`config.mk`:
```
export PLATFORM = sky130hd
export DESIGN_NAME = ctqd_div_cell
export DESIGN_NICKNAME = d
export VERILOG_FILES = /design/src/hdl/curvature_tensor_to_quartic_direction_assert.svh /design/src/hdl/ctqd_pkg.sv /design/src/hdl/ctqd_div_cell.sv
export SDC_FILE = /design/constraint.sdc
export NUM_CORES = 1
export LEC_CHECK = 0
export BUFFER_PORTS_ARGS = -buffer_cell sky130_fd_sc_hd__buf_4
export CAP_MARGIN = 40
export CORE_AREA = 2 2 309 311
export DETAILED_ROUTE_END_ITERATION = 8
export DIE_AREA = 0 0 311 313
export MAX_ROUTING_LAYER = met4
export SETUP_SLACK_MARGIN = 0.3
export SYNTH_ARGS = -nofsm -noshare
export SYNTH_HDL_FRONTEND = slang
export SYNTH_SLANG_ARGS = --single-unit
```
`constraint.sdc`:
```
create_clock -name clk -period 5.3 [get_ports clk]
set_input_delay 0.53 -clock clk [delete_from_list [all_inputs] [get_ports clk]]
set_output_delay 0.53 -clock clk [all_outputs]
set_load 0.05 [all_outputs]
```
`src/hdl/curvature_tensor_to_quartic_direction_assert.svh`:
```
// ---------------------------------------------------------------------------
// curvature_tensor_to_quartic_direction_assert
// Assertion macros for the quartic direction block.
// ---------------------------------------------------------------------------
`ifndef CURVATURE_TENSOR_TO_QUARTIC_DIRECTION_ASSERT_SVH
`define CURVATURE_TENSOR_TO_QUARTIC_DIRECTION_ASSERT_SVH
// Property p must hold on every clock edge out of reset.
`define CTQD_ASSERT(label, p, msg) \
	label: assert property (@(posedge clk) disable iff (!arst_n) (p)) else $error(msg);
// A condition a implies b in the next cycle.
`define CTQD_ASSERT_NEXT(label, a, b, msg) \
	label: assert property (@(posedge clk) disable iff (!arst_n) (a) |=> (b)) else $error(msg);
`endif

```
`src/hdl/ctqd_pkg.sv`:
```
// ---------------------------------------------------------------------------
// ctqd_pkg
// Shared constants and cell payload type for the quartic direction block.
// ---------------------------------------------------------------------------
package ctqd_pkg;
	localparam int DevWidth  = 33;  // |x|, |y| magnitudes
	localparam int SqWidth   = 67;  // x^2 + y^2
	localparam int RootBits  = 34;  // root bits 33..0
	localparam int QFrac     = 14;
	localparam int QBits     = QFrac + 1;  // quotient bits 14..0
	localparam int NumCells  = RootBits + QBits;
	localparam int RootIdxW  = $clog2(RootBits);
	localparam int QIdxW     = $clog2(QBits);
	localparam logic [31:0] MinAnisoReset = 32'd1;

	// Payload that walks the chain of cells.
	typedef struct packed {
		logic                valid;   // deviator above threshold
		logic [SqWidth-1:0]  s;       // x^2 + y^2
		logic [SqWidth-1:0]  rem_r;   // square root remainder
		logic [RootBits-1:0] root;
		logic [SqWidth+QFrac:0] rem_re; // divider remainders
		logic [SqWidth+QFrac:0] rem_im;
		logic [QBits-1:0]    q_re;
		logic [QBits-1:0]    q_im;
		logic                neg_re;
		logic                neg_im;
		logic [DevWidth-1:0] atr;
	} cell_t;
endpackage

```
`src/hdl/ctqd_div_cell.sv`:
```
// ---------------------------------------------------------------------------
// ctqd_div_cell
// One restoring divide step on both quartic parts against x^2 + y^2.
// ---------------------------------------------------------------------------
module ctqd_div_cell (
	input  logic                       clk,
	input  logic                       en,
	input  logic [ctqd_pkg::QIdxW-1:0] bit_pos,
	input  ctqd_pkg::cell_t            d,
	output ctqd_pkg::cell_t            q
);
	localparam int RW = ctqd_pkg::SqWidth + ctqd_pkg::QFrac + 1;
	logic [RW-1:0] sd;
	ctqd_pkg::cell_t nxt;

	// Compare shifted divisor with each remainder, subtract on fit.
	always_comb begin
		nxt = d;
		sd = {{(RW-ctqd_pkg::SqWidth){1'b0}}, d.s} << bit_pos;
		if (sd <= d.rem_re) begin
			nxt.rem_re = d.rem_re - sd;
			nxt.q_re = d.q_re | (ctqd_pkg::QBits'(1) << bit_pos);
		end
		if (sd <= d.rem_im) begin
			nxt.rem_im = d.rem_im - sd;
			nxt.q_im = d.q_im | (ctqd_pkg::QBits'(1) << bit_pos);
		end
	end

	always_ff @(posedge clk) begin
		if (en) begin
			q <= nxt;
		end
	end
endmodule
```
Word level (Yosys, flattened, before mapping)
Cells that the tools add are included.
{"block": "classes", "add_sub_neg": 2, "order_cmp": 2, "shift": 2, "muxes": 4, "bitwise": 2}
{"cell": "<= comparator 82 bit", "n": 2}
{"cell": "two-way mux 82 bit", "n": 2}
{"cell": "subtractor 82 bit", "n": 2}
{"cell": "<< shifter 67 x 4 -> 82 bit", "n": 1}
{"cell": "two-way mux 15 bit", "n": 2}
{"cell": "OR 15 bit", "n": 2}
{"cell": "<< shifter 1 x 4 -> 15 bit (first input constant)", "n": 1}
{"block": "word_totals", "ff_bits": 398, "in_bits": 404, "output_inout_bits": 398, "wordCells": 23}

Depth between registers and ports, before layout
{"block": "logic_depth", "word_depth": 3, "depth_mapped": 25, "depth_no_buf": 19}

Worst setup path before layout
No wires, ideal clock.
{"block": "synth_path", "path_kind": "input port to flip-flop", "from": "in bit_pos[0] in the netlist's numbering", "to": "reg q[133] in the netlist's numbering (data pin)", "setup_time_ns": 0.260, "arrival_time_ns": 5.582, "required_time_ns": 5.040, "slack_ns": -0.542, "stages": 25, "path_buffers": 6, "cell_sequence": "buf_1 -> buf_1 -> clkbuf_1 -> mux4_2 -> nand2_1 -> nand2_1 -> nor2_1 -> a31oi_1 -> inv_1 -> ha_1 -> buf_2 -> nand4_1 -> or3_1 -> nor3_1 -> nand2_1 -> o2bb2ai_1 -> o22ai_1 -> o21ai_1 -> a31oi_1 -> o31ai_2 -> a21oi_2 -> o211ai_2 -> buf_6 -> buf_8 -> mux2_2"}
{"element": "start: declaration", "line_no": "ctqd_div_cell.sv:8", "source": "input logic [ctqd_pkg::QIdxW-1:0] bit_pos,"}
{"element": "end signal: assignment", "line_no": "ctqd_div_cell.sv:32", "source": "q <= nxt;"}
{"element": "end: declaration", "line_no": "ctqd_div_cell.sv:10", "source": "output ctqd_pkg::cell_t q"}

==> reports/results.ini <==
[outcome]
run_status=complete, no violations

[clock_network]
htreeDepth=2
cts_tree=built
clockBufferDepth=3
post_cts_hold_buffer_count=0
cts_sinks=398
clk_root_buffer_cell=sky130_fd_sc_hd__clkbuf_16
cts_made_buffers=49
worst_setup_hold_path_clk_slew_ps=60

[global_routing]
first_global_vias=27000
pin_count_of_the_biggest_net_entering_global_routing=104
global_route.usage.total_pct=26.3
grt_antenna_before_repair=20
grt.overflow.total=0
grt_pass1_wl_um=182000

[detailed_routing]
routedWlPerCell_um=24.3
number_of_remaining_drc_errors=0
detail_route.first_pass.iterations=6
route.detailed.vias_per_inst=5.05
routed-via-count=27000
postRouteAntennaNets=0
finalWirelength_um=130000
dr.first_iter.drc_count=1875

[timing]
post-route-period-util_pct=91.2
drv_slew=0
worst_pin_slew_ps=918
final.setup.worst_slack_ps=465
slew-limit-headroom_pct=38.8
setup_viol_count_final=0
timing.fmax_mhz=207
rsz0062_at_grt=true
timing_hold_violations_final=0
time_the_final_worst_path_needs_with_i_o_delays_and_setup_ps=4840

[power]
p_switching_w=0.00571
power.combinational.fraction_pct=48.0
internal_power_w=0.00846
powerDensity_mw_per_mm2=342
netSwitchingFraction_pct=40.3
irDropWorstVdd_mv=0.253
total_leakage_power_nw=18.4
pwr-share-seq_pct=29.3
power.clock.fraction_pct=22.7
power.total_w=0.0142

[synth]
synth_largest_type_area_fraction_pct=43.7
yosys_register_bits=398
synth_area_mm2=0.0273
syn-mean-instance-area_um2=10.3
yosysSeqAreaShare_pct=43.7
syn-instance-count=2665
synthesis_warning_total=0
synth_enable_flop_cells=398
async_reset_ff_share_pct=0
netlist-cell-type-count=73
synth_top_flop_cell=sky130_fd_sc_hd__edfxtp_1
synth.largest_area_cell=sky130_fd_sc_hd__edfxtp_1
syn-num-nets=3237
synth_area_leaders=sky130_fd_sc_hd__edfxtp_1 44%, sky130_fd_sc_hd__ha_1 7.6%, sky130_fd_sc_hd__nand2_1 4.6%, sky130_fd_sc_hd__mux4_2 4.0%, sky130_fd_sc_hd__a21oi_1 3.9%

[setup_path]
cp_slowest_stage_delay_ps=510
path_max_fanout=11
worst_path_max_delay_cell=sky130_fd_sc_hd__mux4_2
cp-start-kind=input port
worst_path_most_repeated_cell=sky130_fd_sc_hd__buf_4
critPathTopFamily=buffers and inverters
cp_num_buf_inv=8
worst-endpoint-required_ps=5690
signal_arrival_time_at_the_worst_endpoint_ps=5230
timing.setup.critical_path_class=in2reg
endpoint_kind=register

[layout]
nets=4603
final-instance-count-excl-fill=5354
largestRegisters=q (398)
syn2layout_area_growth_pct=51.5
fin_util_pct=44.0
max_flop_register=q
largest_register_ff_count=398
layout-drive-gt1-share_pct=42.9

[floorplanning]
row_count=113
core_mm2=0.0942
die_h_um=313
die_width_um=311
die-area_mm2=0.0973
initial_utilization_pct=29.0
boundaryPins=802

[placed_design]
finalWeightedCongestion=0.971
placed_cells=5226
place_hpwl_um=110000
dp_slack_ps=-748
port_buffers=801

[min_path]
hold_path.startpoint=d[235]
hold_path_depth=1
worstHoldEndpoint=q[235]$_DFFE_PP_
hold_path.class=in2reg

[run]
cap_violations=0

## per-layer routing
metal  part of all wire [%]  vias up  global-route usage (%)
li1                       -    12900                       -
met1                     42    13200                    32.1
met2                     49      887                    44.5
met3                    5.9      137                    5.19
met4                    2.4        0                    6.74
met5                      0        -                       -
## through the flow
stage	TNS (ps)	hold slack, ps	instance area (um^2)
floorplan	0	629	27400
global placement	-87040	708	39300
detailed placement	-84770	709	39400
CTS	0	9.09	41000
global route	0	21.2	41400
finish	0	52.4	41400
## cells in the mapped netlist, types with 15 or more instances
cell and instances:
sky130_fd_sc_hd__edfxtp_1 398, sky130_fd_sc_hd__nand2_1 338, sky130_fd_sc_hd__a21oi_1 213, sky130_fd_sc_hd__o21ai_0 190
sky130_fd_sc_hd__ha_1 166, sky130_fd_sc_hd__a21o_1 120, sky130_fd_sc_hd__clkbuf_1 111, sky130_fd_sc_hd__nor2_1 108
sky130_fd_sc_hd__inv_1 89, sky130_fd_sc_hd__xnor2_1 84, sky130_fd_sc_hd__mux2_2 81, sky130_fd_sc_hd__xor2_1 69
sky130_fd_sc_hd__nand4_1 60, sky130_fd_sc_hd__mux2i_1 52, sky130_fd_sc_hd__a31oi_1 50, sky130_fd_sc_hd__mux4_2 48
sky130_fd_sc_hd__nand3_1 40, sky130_fd_sc_hd__nor3_1 37, sky130_fd_sc_hd__o21bai_1 35, sky130_fd_sc_hd__and3_1 34
sky130_fd_sc_hd__a211oi_1 29, sky130_fd_sc_hd__o21a_1 28, sky130_fd_sc_hd__nor2b_1 23, sky130_fd_sc_hd__buf_1 22
sky130_fd_sc_hd__a31o_2 16, sky130_fd_sc_hd__and2_1 16, sky130_fd_sc_hd__nand2b_1 15
## what timing repair did
action	4_1_cts	5_1_grt
setup endpoints to repair	105	158
gates cloned	1	2
buffers inserted	2	14
resized for setup	15	58
hold endpoints to repair	0	0
pin swaps	1	11
## final cells by class
class | instances | area [um^2]
fillers | 9312 | 52800
multi-input cells | 2021 | 14600
flip-flops and latches | 398 | 12000
repair buffers | 1470 | 11400
well taps | 1265 | 1580
clock buffers | 57 | 1260
inverters | 91 | 345
clock inverters | 34 | 238
diodes | 18 | 45.0
## power by group through the flow
stage	Combinational (W)	Clock [W]	Sequential (W)
floorplan	0.00228	0	0.00561
global placement	0.00667	0	0.00422
detailed placement	0.00666	0	0.00423
CTS	0.00671	0.00331	0.00417
global route	0.00720	0.00341	0.00419
finish	0.00680	0.00322	0.00416
## cell usage in the layout (no fill, tap or decap), drive strengths merged, types with 69 or more instances in the layout
cell	synthesis	layout
buf	44	1467
edfxtp	398	398
nand2	338	338
a21oi	214	214
o21ai	199	199
ha	166	166
a21o	120	120
nor2	108	108
inv	89	93
mux2	92	92
xnor2	84	84
xor2	69	69
## worst max path at each step
stage	start	end	slack (ps)	cells after the start
6_report	bit_pos[0]	q[108]$_DFFE_PP_	460	26
5_1_grt	bit_pos[0]	q[227]$_DFFE_PP_	280	27
4_1_cts	bit_pos[0]	q[124]$_DFFE_PP_	300	25
3_5_place_dp	bit_pos[0]	q[75]$_DFFE_PP_	-750	25
3_3_place_gp	bit_pos[0]	q[115]$_DFFE_PP_	-790	24
2_1_floorplan	bit_pos[2]	q[133]$_DFFE_PP_	310	25
## cells by family (layout without fill, tap and decap cells)
| logic type | after synthesis | after routing | share of synthesized area [%] |
|---|---|---|---|
| AOI/OAI and AO/OA | 793 | 793 | 18.2 |
| xor gates and xnor gates | 153 | 153 | 4.90 |
| DFF | 398 | 398 | 43.7 |
| and+or+nand+nor | 715 | 715 | 12.1 |
| buffers and inverters | 246 | 1652 | 3.65 |
| muxes | 192 | 192 | 9.65 |
| other | 0 | 18 | 0 |
| adders and majority gates | 168 | 168 | 7.74 |
Power figures use the tool's default switching activity.
