==> src/hdl/curvature_tensor_to_quartic_direction_assert.svh <==
// ---------------------------------------------------------------------------
// curvature_tensor_to_quartic_direction_assert
// Assertion macros for the quartic direction block.
// ---------------------------------------------------------------------------
`ifndef CURVATURE_TENSOR_TO_QUARTIC_DIRECTION_ASSERT_SVH
`define CURVATURE_TENSOR_TO_QUARTIC_DIRECTION_ASSERT_SVH
// Property p must hold on every clock edge out of reset.
`define CTQD_ASSERT(label, p, msg) \
	label: assert property (@(posedge clk) disable iff (!arst_n) (p)) else $error(msg);
// A condition a implies b in the next cycle.
`define CTQD_ASSERT_NEXT(label, a, b, msg) \
	label: assert property (@(posedge clk) disable iff (!arst_n) (a) |=> (b)) else $error(msg);
`endif

==> src/hdl/ctqd_pkg.sv <==
// ---------------------------------------------------------------------------
// ctqd_pkg
// Shared constants and cell payload type for the quartic direction block.
// ---------------------------------------------------------------------------
package ctqd_pkg;
	localparam int DevWidth  = 33;  // |x|, |y| magnitudes
	localparam int SqWidth   = 67;  // x^2 + y^2
	localparam int RootBits  = 34;  // root bits 33..0
	localparam int QFrac     = 14;
	localparam int QBits     = QFrac + 1;  // quotient bits 14..0
	localparam int NumCells  = RootBits + QBits;
	localparam int RootIdxW  = $clog2(RootBits);
	localparam int QIdxW     = $clog2(QBits);
	localparam logic [31:0] MinAnisoReset = 32'd1;

	// Payload that walks the chain of cells.
	typedef struct packed {
		logic                valid;   // deviator above threshold
		logic [SqWidth-1:0]  s;       // x^2 + y^2
		logic [SqWidth-1:0]  rem_r;   // square root remainder
		logic [RootBits-1:0] root;
		logic [SqWidth+QFrac:0] rem_re; // divider remainders
		logic [SqWidth+QFrac:0] rem_im;
		logic [QBits-1:0]    q_re;
		logic [QBits-1:0]    q_im;
		logic                neg_re;
		logic                neg_im;
		logic [DevWidth-1:0] atr;
	} cell_t;
endpackage

==> src/hdl/ctqd_root_cell.sv <==
// ---------------------------------------------------------------------------
// ctqd_root_cell
// One restoring square root step: settle one root bit, register the beat.
// ---------------------------------------------------------------------------
module ctqd_root_cell (
	input  logic                          clk,
	input  logic                          en,
	input  logic [ctqd_pkg::RootIdxW-1:0] bit_pos,
	input  ctqd_pkg::cell_t               d,
	output ctqd_pkg::cell_t               q
);
	localparam int W = ctqd_pkg::SqWidth;
	logic [W+1:0] trial;
	logic [W+1:0] rem_ext;
	ctqd_pkg::cell_t nxt;

	// Trial subtract (2*root + 2^bit) * 2^bit from the remainder.
	always_comb begin
		nxt = d;
		rem_ext = {2'b00, d.rem_r};
		trial = ({{(W+2-ctqd_pkg::RootBits){1'b0}}, d.root} << (bit_pos + 1))
			+ ((W+2)'(1) << (2 * bit_pos));
		if (trial <= rem_ext) begin
			nxt.rem_r = W'(rem_ext - trial);
			nxt.root = d.root | (ctqd_pkg::RootBits'(1) << bit_pos);
		end
	end

	always_ff @(posedge clk) begin
		if (en) begin
			q <= nxt;
		end
	end
endmodule

==> config.mk <==
export PLATFORM = sky130hd
export DESIGN_NAME = ctqd_root_cell
export DESIGN_NICKNAME = d
export VERILOG_FILES = /design/src/hdl/curvature_tensor_to_quartic_direction_assert.svh /design/src/hdl/ctqd_pkg.sv /design/src/hdl/ctqd_root_cell.sv
export SDC_FILE = /design/constraint.sdc
export NUM_CORES = 1
export LEC_CHECK = 0
export ABC_AREA = 1
export BUFFER_PORTS_ARGS = -buffer_cell sky130_fd_sc_hd__buf_2
export CAP_MARGIN = 20
export CORE_AREA = 2 2 316 318
export CTS_CLUSTER_SIZE = 16
export DETAILED_ROUTE_END_ITERATION = 12
export DIE_AREA = 0 0 318 320
export SLEW_MARGIN = 20
export SYNTH_ARGS = -nofsm -noshare
export SYNTH_HDL_FRONTEND = slang
export SYNTH_SLANG_ARGS = --single-unit
==> constraint.sdc <==
create_clock -name clk -period 6.2 [get_ports clk]
set_clock_uncertainty 0.05 [all_clocks]
set_input_delay 0.62 -clock clk [delete_from_list [all_inputs] [get_ports clk]]
set_output_delay 0.62 -clock clk [all_outputs]
set_load 0.005 [all_outputs]
---- Word-level counts from Yosys, hierarchy flattened ----
Cells that the tools add are included.
storage, ports and cells
  input port bits ......................... 406
  bits in latches ......................... 0
  logic and storage cells ................. 20
  memories ................................ 0
  memory bits (writable) .................. 0
  bits in registers ....................... 398
  bits in read-only memories .............. 0
cells by class
  equal/unequal tests ..................... 0
  reduce and logical (&&, ||, !) cells .... 0
  $mul .................................... 0
  $add $sub $neg .......................... 3
  bitwise gates (word level) .............. 1
  multiplexer cells ....................... 1
  divide/modulo/power cells ............... 0
  magnitude comparators ................... 1
  shift-type cells ........................ 3
operators with widths
  operator              number
  $mux 101              1
  $add 69x69->69        1
  $le 69x67->1          1
  $shl 1x7->69 const A  1
  $shl 34x7->69         1
  $sub 67x67->67        1
  $or 34x34->34         1
  $shl 1x6->34 const A  1
  $add 6x1->7 const B   1

---- Logic depth before layout (Yosys ltp) ----
Gate-level depths: netlist of run 1.
  depth in word-level cells ............... 5
  depth in mapped cells ................... 52

---- Worst setup path after synthesis of run 1 ----
OpenSTA, ideal clock, no wires.
  path kind ............................... input-to-reg
  from .................................... in bit_pos[0] (netlist bit)
  to ...................................... reg q[273] (netlist bit), data pin
  library setup time ...................... 0.253 ns
  arrival time ............................ 6.449 ns
  cell stages on the path ................. 44
  required time ........................... 5.897 ns
  path buffers ............................ 7
  setup slack ............................. -0.551 ns
  cell sequence ........................... buf_2 inv_2 buf_2 ha_1 clkbuf_1 inv_2 buf_2 buf_1 mux2i_1 o21ai_0 o21ai_0 nand2_1 o21ai_0 nor2_1 ha_1 inv_1 nor2_1 nand3_1 [... 8 more ...] nor2_1 inv_1 nor2_1 nand2_1 inv_1 nand3_1 nand4_1 nand2_1 a21oi_1 o21ai_0 nand2_1 nand2_1 nand3_1 nand2_1 clkbuf_1 clkbuf_1 nand4_1 nand2_1
RTL lines
  element               line                  RTL
  start, declared       ctqd_root_cell.sv:8   input logic [ctqd_pkg::RootIdxW-1:0] bit_pos,
  end signal, assigned  ctqd_root_cell.sv:31  q <= nxt;
  end, declared         ctqd_root_cell.sv:10  output ctqd_pkg::cell_t q

==> impl_metrics.toml, run 1 <==
[power]
leakage_nw = 21.22
vdd_drop_max_v = 0.0002115
p_sw_frac = 0.3542
clkPwrFrac = 0.301
combPwrFrac = 0.373
power_frac_seq = 0.326
p_per_area_mw_per_mm2 = 246.2
p_int_mw = 6.964
power.switching_mw = 3.820

[drt]
routed_wl_um = 171500
drt_pass1_iterations = 8
vias = 32220
drt_iter0_drc = 3082
drt-wirelength-per-cell_um = 26.24
drc_errors = 0
vias_per_cell = 4.929
postRouteAntennaNets = 0

[logic_synthesis]
syn_area_per_cell_um2 = 8.011
async_flop_share = 0
synth.lib_cells_used.distinct = 51
yosys-top-cells-count = "832 x nand2_1, 508 x inv_1, 398 x edfxtp_1"
synth_edf_count = 398
yosysTopAreaCellShare = 0.4362
yosys_warnings = 0
syn-num-nets = 4002
yosys.cell_count.top_type = "nand2_1"
syn-cell-area_mm2 = 0.02740
synthFlopType = "edfxtp_1"
yosys.area.top_type = "edfxtp_1"
synth_seq_cells = 398
seq_area_frac_synth = 0.4362
synthTopCellsByArea = "edfxtp_1 44%, nand2_1 11%, ha_1 8.0%"
syn_inst = 3420

[timing]
finalHoldViolCount = 0
fin_setup_tns_ps = 0
post-route-min-period_ps = 6048
setup_viol = 0
slew_headroom = 0.2447
tightestPinTransition_ps = 1133
min_period_over_period = 0.9756
drv_slew = 0
max_freq_ghz = 0.1653
fin_ws_ps = 151.5

[placement]
place_area_mm2 = 0.04004
place_ws_ps = -1245
finalWeightedCongestion = 1.009
io_buffers = 803
dp_hpwl_um = 145000

[worst_setup_path]
critPathMaxFanout = 8
arrival_ps = 6530
required_ps = 6680
slowest_delay_ps = 390
start_kind = "primary input"
end_kind = "flip-flop"
slowest_stage = "o211ai_1"
crit_type = "in2reg"

[clocking]
cts_hold_buffers = 0
cts_made_buffers = 48
htreeDepth = 2
cts_tree = "yes"
root_buffer = "clkbuf_16"
clkSlewWorstSetupHoldPaths_ps = 60
clock_sinks = 398
cts_buffer_depth = 3

[floorplanning]
die_area_mm2 = 0.1018
design.portCount = 804
initial_core_util = 0.2796
die_h_um = 320
fp.dieW_um = 318
core_mm2 = 0.09799
rows = 115

[finish]
fin_nets = 5779
drive_gt1_frac = 0.4315
syn2layout_area_growth_pct = 59.85
regArea_mm2 = 0.01195
largest_register_ffs = 398
fillCellCount = 9909
top_regs = "q (398)"
postLayoutCellArea_mm2 = 0.04380
largest_register = "q"
multi_input_area_mm2 = 0.01449
fin_util = 0.4470

[grt]
grtUsageTotal = 0.3208
first_global_vias = 30360
antenna_found_initial = 30
grt_pass1_wl_um = 230000
grt_max_degree = 172
grt.overflow.total = 0

[hold_path]
min_path_type = "in2reg"

[outcome]
status = "complete, no violations"

[run]
drv_cap = 0
[cell families (layout without fill, tap and decap cells)]
family          Yosys count  after routing  share of synthesized area
buf+inv                 613           2430                    0.08964
xor+xnor                102            102                    0.03261
mux                       8              8                   0.002923
compound gates          478            478                    0.09663
fa+ha+maj               176            176                    0.08065
flops                   398            398                     0.4362
other cells               0             12                          0
simple gates           1645           1645                     0.2613
[metrics by stage]
step | instances | hold slack (ps) | total power, mW
final | 6536 | 84.93 | 10.78
after global routing | 6525 | 79.53 | 11.21
after CTS | 6482 | 53.98 | 10.55
after detailed placement | 6387 | 748.1 | 7.228
after global placement | 6387 | 746.2 | 7.228
after floorplan | 3420 | 668.9 | 4.975
[repair_timing]
action | 4_1_cts | 5_1_grt
resized for setup | 85 | 327
gates cloned | 1 | 7
endpoints found under the setup margin | 101 | 101
setup buffers | 4 | 35
pin swaps | 6 | 93
[placed cells by master, fill, tap and decap left out, types with 67 or more instances in the layout]
cell      count
nand4_1     146
a21oi_1     166
inv_1       495
xor2_1       68
nor2_1      274
nand2_1     772
o21ai_0     103
buf_4       988
edfxtp_1    398
nand3_1     225
buf_2       800
nand2_2      67
ha_1        139
[path summary, 6_finish.rpt]
kind                  slack [ps]  cells past startpoint       start  endpoint
worst max-delay path         150                     42  bit_pos[0]    q[329]
worst min-delay path          80                      1      d[179]    q[179]
[cell type report]
type | instances | area share
sequential | 398 | 0.2729
timing repair buffer | 1816 | 0.2729
antenna | 12 | 0.0006857
multi-input combinational | 2409 | 0.3309
clock buffer | 50 | 0.02808
timing repair inverter | 1 | 0.0001714
tap | 1287 | 0.03677
inverter | 523 | 0.04531
clock inverter | 40 | 0.01226
[power by group through the flow]
| stage | Clock [mW] | Sequential (mW) | Combinational [mW] |
|---|---|---|---|
| 2_1_floorplan | 0 | 3.48 | 1.50 |
| 3_3_place_gp | 0 | 3.57 | 3.66 |
| 3_5_place_dp | 0 | 3.56 | 3.67 |
| 4_1_cts | 3.31 | 3.51 | 3.72 |
| 5_1_grt | 3.39 | 3.53 | 4.29 |
| 6_report | 3.24 | 3.52 | 4.03 |
[worst max-delay path: cells and delay by family]
family / cells / cell delay [ps]
buf+inv: 15 / 1670
xor+xnor: 1 / 160
fa+ha+maj: 3 / 920
simple gates: 19 / 2370
compound gates: 4 / 790
[metal layers]
metal | share of wire | GRT usage
met1 | 0.42 | 0.4160
met2 | 0.46 | 0.5330
met3 | 0.083 | 0.06909
met4 | 0.037 | 0.09799
met5 | 0.00061 | 0
(Power assumes the default switching activity.)
==> run 2: changes to the inputs <==
--- a/config.mk
+++ b/config.mk
@@ -14,2 +14,3 @@
 export DIE_AREA = 0 0 318 320
+export MAX_ROUTING_LAYER = met4
 export SLEW_MARGIN = 20
==> constraint.sdc (replaced) <==
create_clock -name clk -period 6.2 [get_ports clk]
set_clock_uncertainty 0.05 [all_clocks]
set_input_delay 0 -clock clk [delete_from_list [all_inputs] [get_ports clk]]
set_output_delay 0 -clock clk [all_outputs]
set_load 0.005 [all_outputs]
==> impl_metrics.toml, run 2 (synthesis results as in run 1) <==
[drt]
route.met3.wl_um = 14160
drt-wirelength-per-cell_um = 25.11
wl_met1_um = 72370
drt_pass1_iterations = 5
top_layer = "met4"
drt_iter0_drc = 3728
vias_per_cell = 4.902
wl_met2_um = 80780
drc_errors = 0
routed_wl_um = 172300
postRouteAntennaNets = 0
vias = 33640

[finish]
largest_register = "q"
syn2layout_area_growth_pct = 67.69
final_common_cell = "buf_4"
top_regs = "q (398)"
postLayoutCellArea_mm2 = 0.04594
fin_util = 0.4689
largest_register_ffs = 398
drive_gt1_frac = 0.3492
fin_nets = 6095
fillCellCount = 9796
fin_cells = 6861
layout_common_cells = "903 x buf_4, 825 x nand2_1, 802 x buf_2, 506 x inv_1, 410 x dlygate4sd3_1"

[worst_setup_path]
crit_family = "buffers and inverters"
end_kind = "flip-flop"
slowest_delay_ps = 510
slowest_stage = "dlygate4sd3_1"
critPathMaxFanout = 11
arrival_ps = 6330
crit_type = "in2reg"
required_ps = 6550
crit_buf_inv = 16
start_kind = "primary input"
crit_top_cell = "nand2_1"

[run]
drv_cap = 0

[grt]
grtUsageTotal = 0.3336
grt_pass1_wl_um = 235300
first_global_vias = 32190
antenna_found_initial = 27
grt.overflow.total = 0
grt_max_degree = 155

[power]
p_per_area_mw_per_mm2 = 236.0
leakage_nw = 22.31
vdd_drop_max_v = 0.0002162

[timing]
finalHoldViolCount = 0
post-route-min-period_ps = 5983
setup_viol = 0
min_period_over_period = 0.9651
fin_setup_tns_ps = 0
drv_slew = 0
max_freq_ghz = 0.1671
slew_headroom = 0.3531
fin_ws_ps = 216.6
tightestPinTransition_ps = 970.4

[clocking]
htreeDepth = 2
cts_buffer_depth = 3
clkSlewWorstSetupHoldPaths_ps = 60
root_buffer = "clkbuf_16"
cts_tree = "yes"
clock_sinks = 398
cts_made_buffers = 47

[floorplanning]
initial_core_util = 0.2796
fp.dieW_um = 318
core_mm2 = 0.09799
rows = 115
design.portCount = 804
die_area_mm2 = 0.1018
die_h_um = 320

[placement]
dp_hpwl_um = 144000
place_ws_ps = -736.5
io_buffers = 803
finalWeightedCongestion = 1.074
place_area_mm2 = 0.03948
place_inst = 6327

[outcome]
status = "complete, no violations"

[hold_path]
min_path_type = "in2reg"
run 2: cell types whose count changed in the layout (fill, tap and decap cells not counted), moves of 12 or more:
| cell | before | now |
|---|---|---|
| dlygate4sd3_1 | 0 | 410 |
| buf_4 | 988 | 903 |
| nand2_1 | 772 | 825 |
| nand2_2 | 67 | 15 |
| nor2_1 | 274 | 319 |
| nor2_2 | 58 | 24 |
| o21ai_0 | 103 | 136 |
| ha_1 | 139 | 167 |
| o21ai_2 | 35 | 10 |
| ha_4 | 27 | 3 |
| a21oi_1 | 166 | 178 |
| xor2_1 | 68 | 80 |
run 2: metrics by stage:
stage | total power, mW | hold WS (ps)
floorplan | 4.950 | 48.87
global placement | 7.207 | 126.8
detailed placement | 7.213 | 128.1
CTS | 10.70 | 3.118
global route | 11.26 | 17.99
finish | 10.84 | 37.52
run 2: area by class of cell:
| cell class | count | area (um2) | area share |
|---|---|---|---|
| repair buffers | 2134 | 15260 | 0.3322 |
| diodes | 22 | 55.05 | 0.001198 |
| clock inverters | 32 | 530.5 | 0.01155 |
| flip-flops and latches | 398 | 11950 | 0.2601 |
| well taps | 1287 | 1610 | 0.03505 |
| multi-input cells | 2409 | 13330 | 0.2902 |
| inverters | 523 | 1973 | 0.04295 |
| clock buffers | 56 | 1231 | 0.02680 |
run 2: metal layers:
metal / GRT usage / up-vias
met2: 0.5452 / 1545
li1: - / 15660
met3: 0.06681 / 204
met4: 0.08476 / 0
met5: - / -
met1: 0.4217 / 16220
run 2: power breakdown:
part / switching (mW) / internal, mW / leakage, nW
registers: 0.204 / 3.32 / 3.89
logic: 2.29 / 1.80 / 17.6
clock network: 1.29 / 1.94 / 0.849
total: 3.78 / 7.06 / 22.3
run 2: path summary, 6_finish.rpt:
path / from / to / slack [ps] / cells past startpoint
hold / removal: d[157] / q[157] / 40 / 2
setup / recovery: d[231] / q[301] / 220 / 42
run 2: what timing repair did:
item | in CTS | in global routing
resized for setup | 6 | 122
hold buffers | 410 | 0
setup buffers | 0 | 9
hold endpoints to repair | 439 | 0
pin swaps | 0 | 13
gates cloned | 0 | 5
setup endpoints to repair | 67 | 101
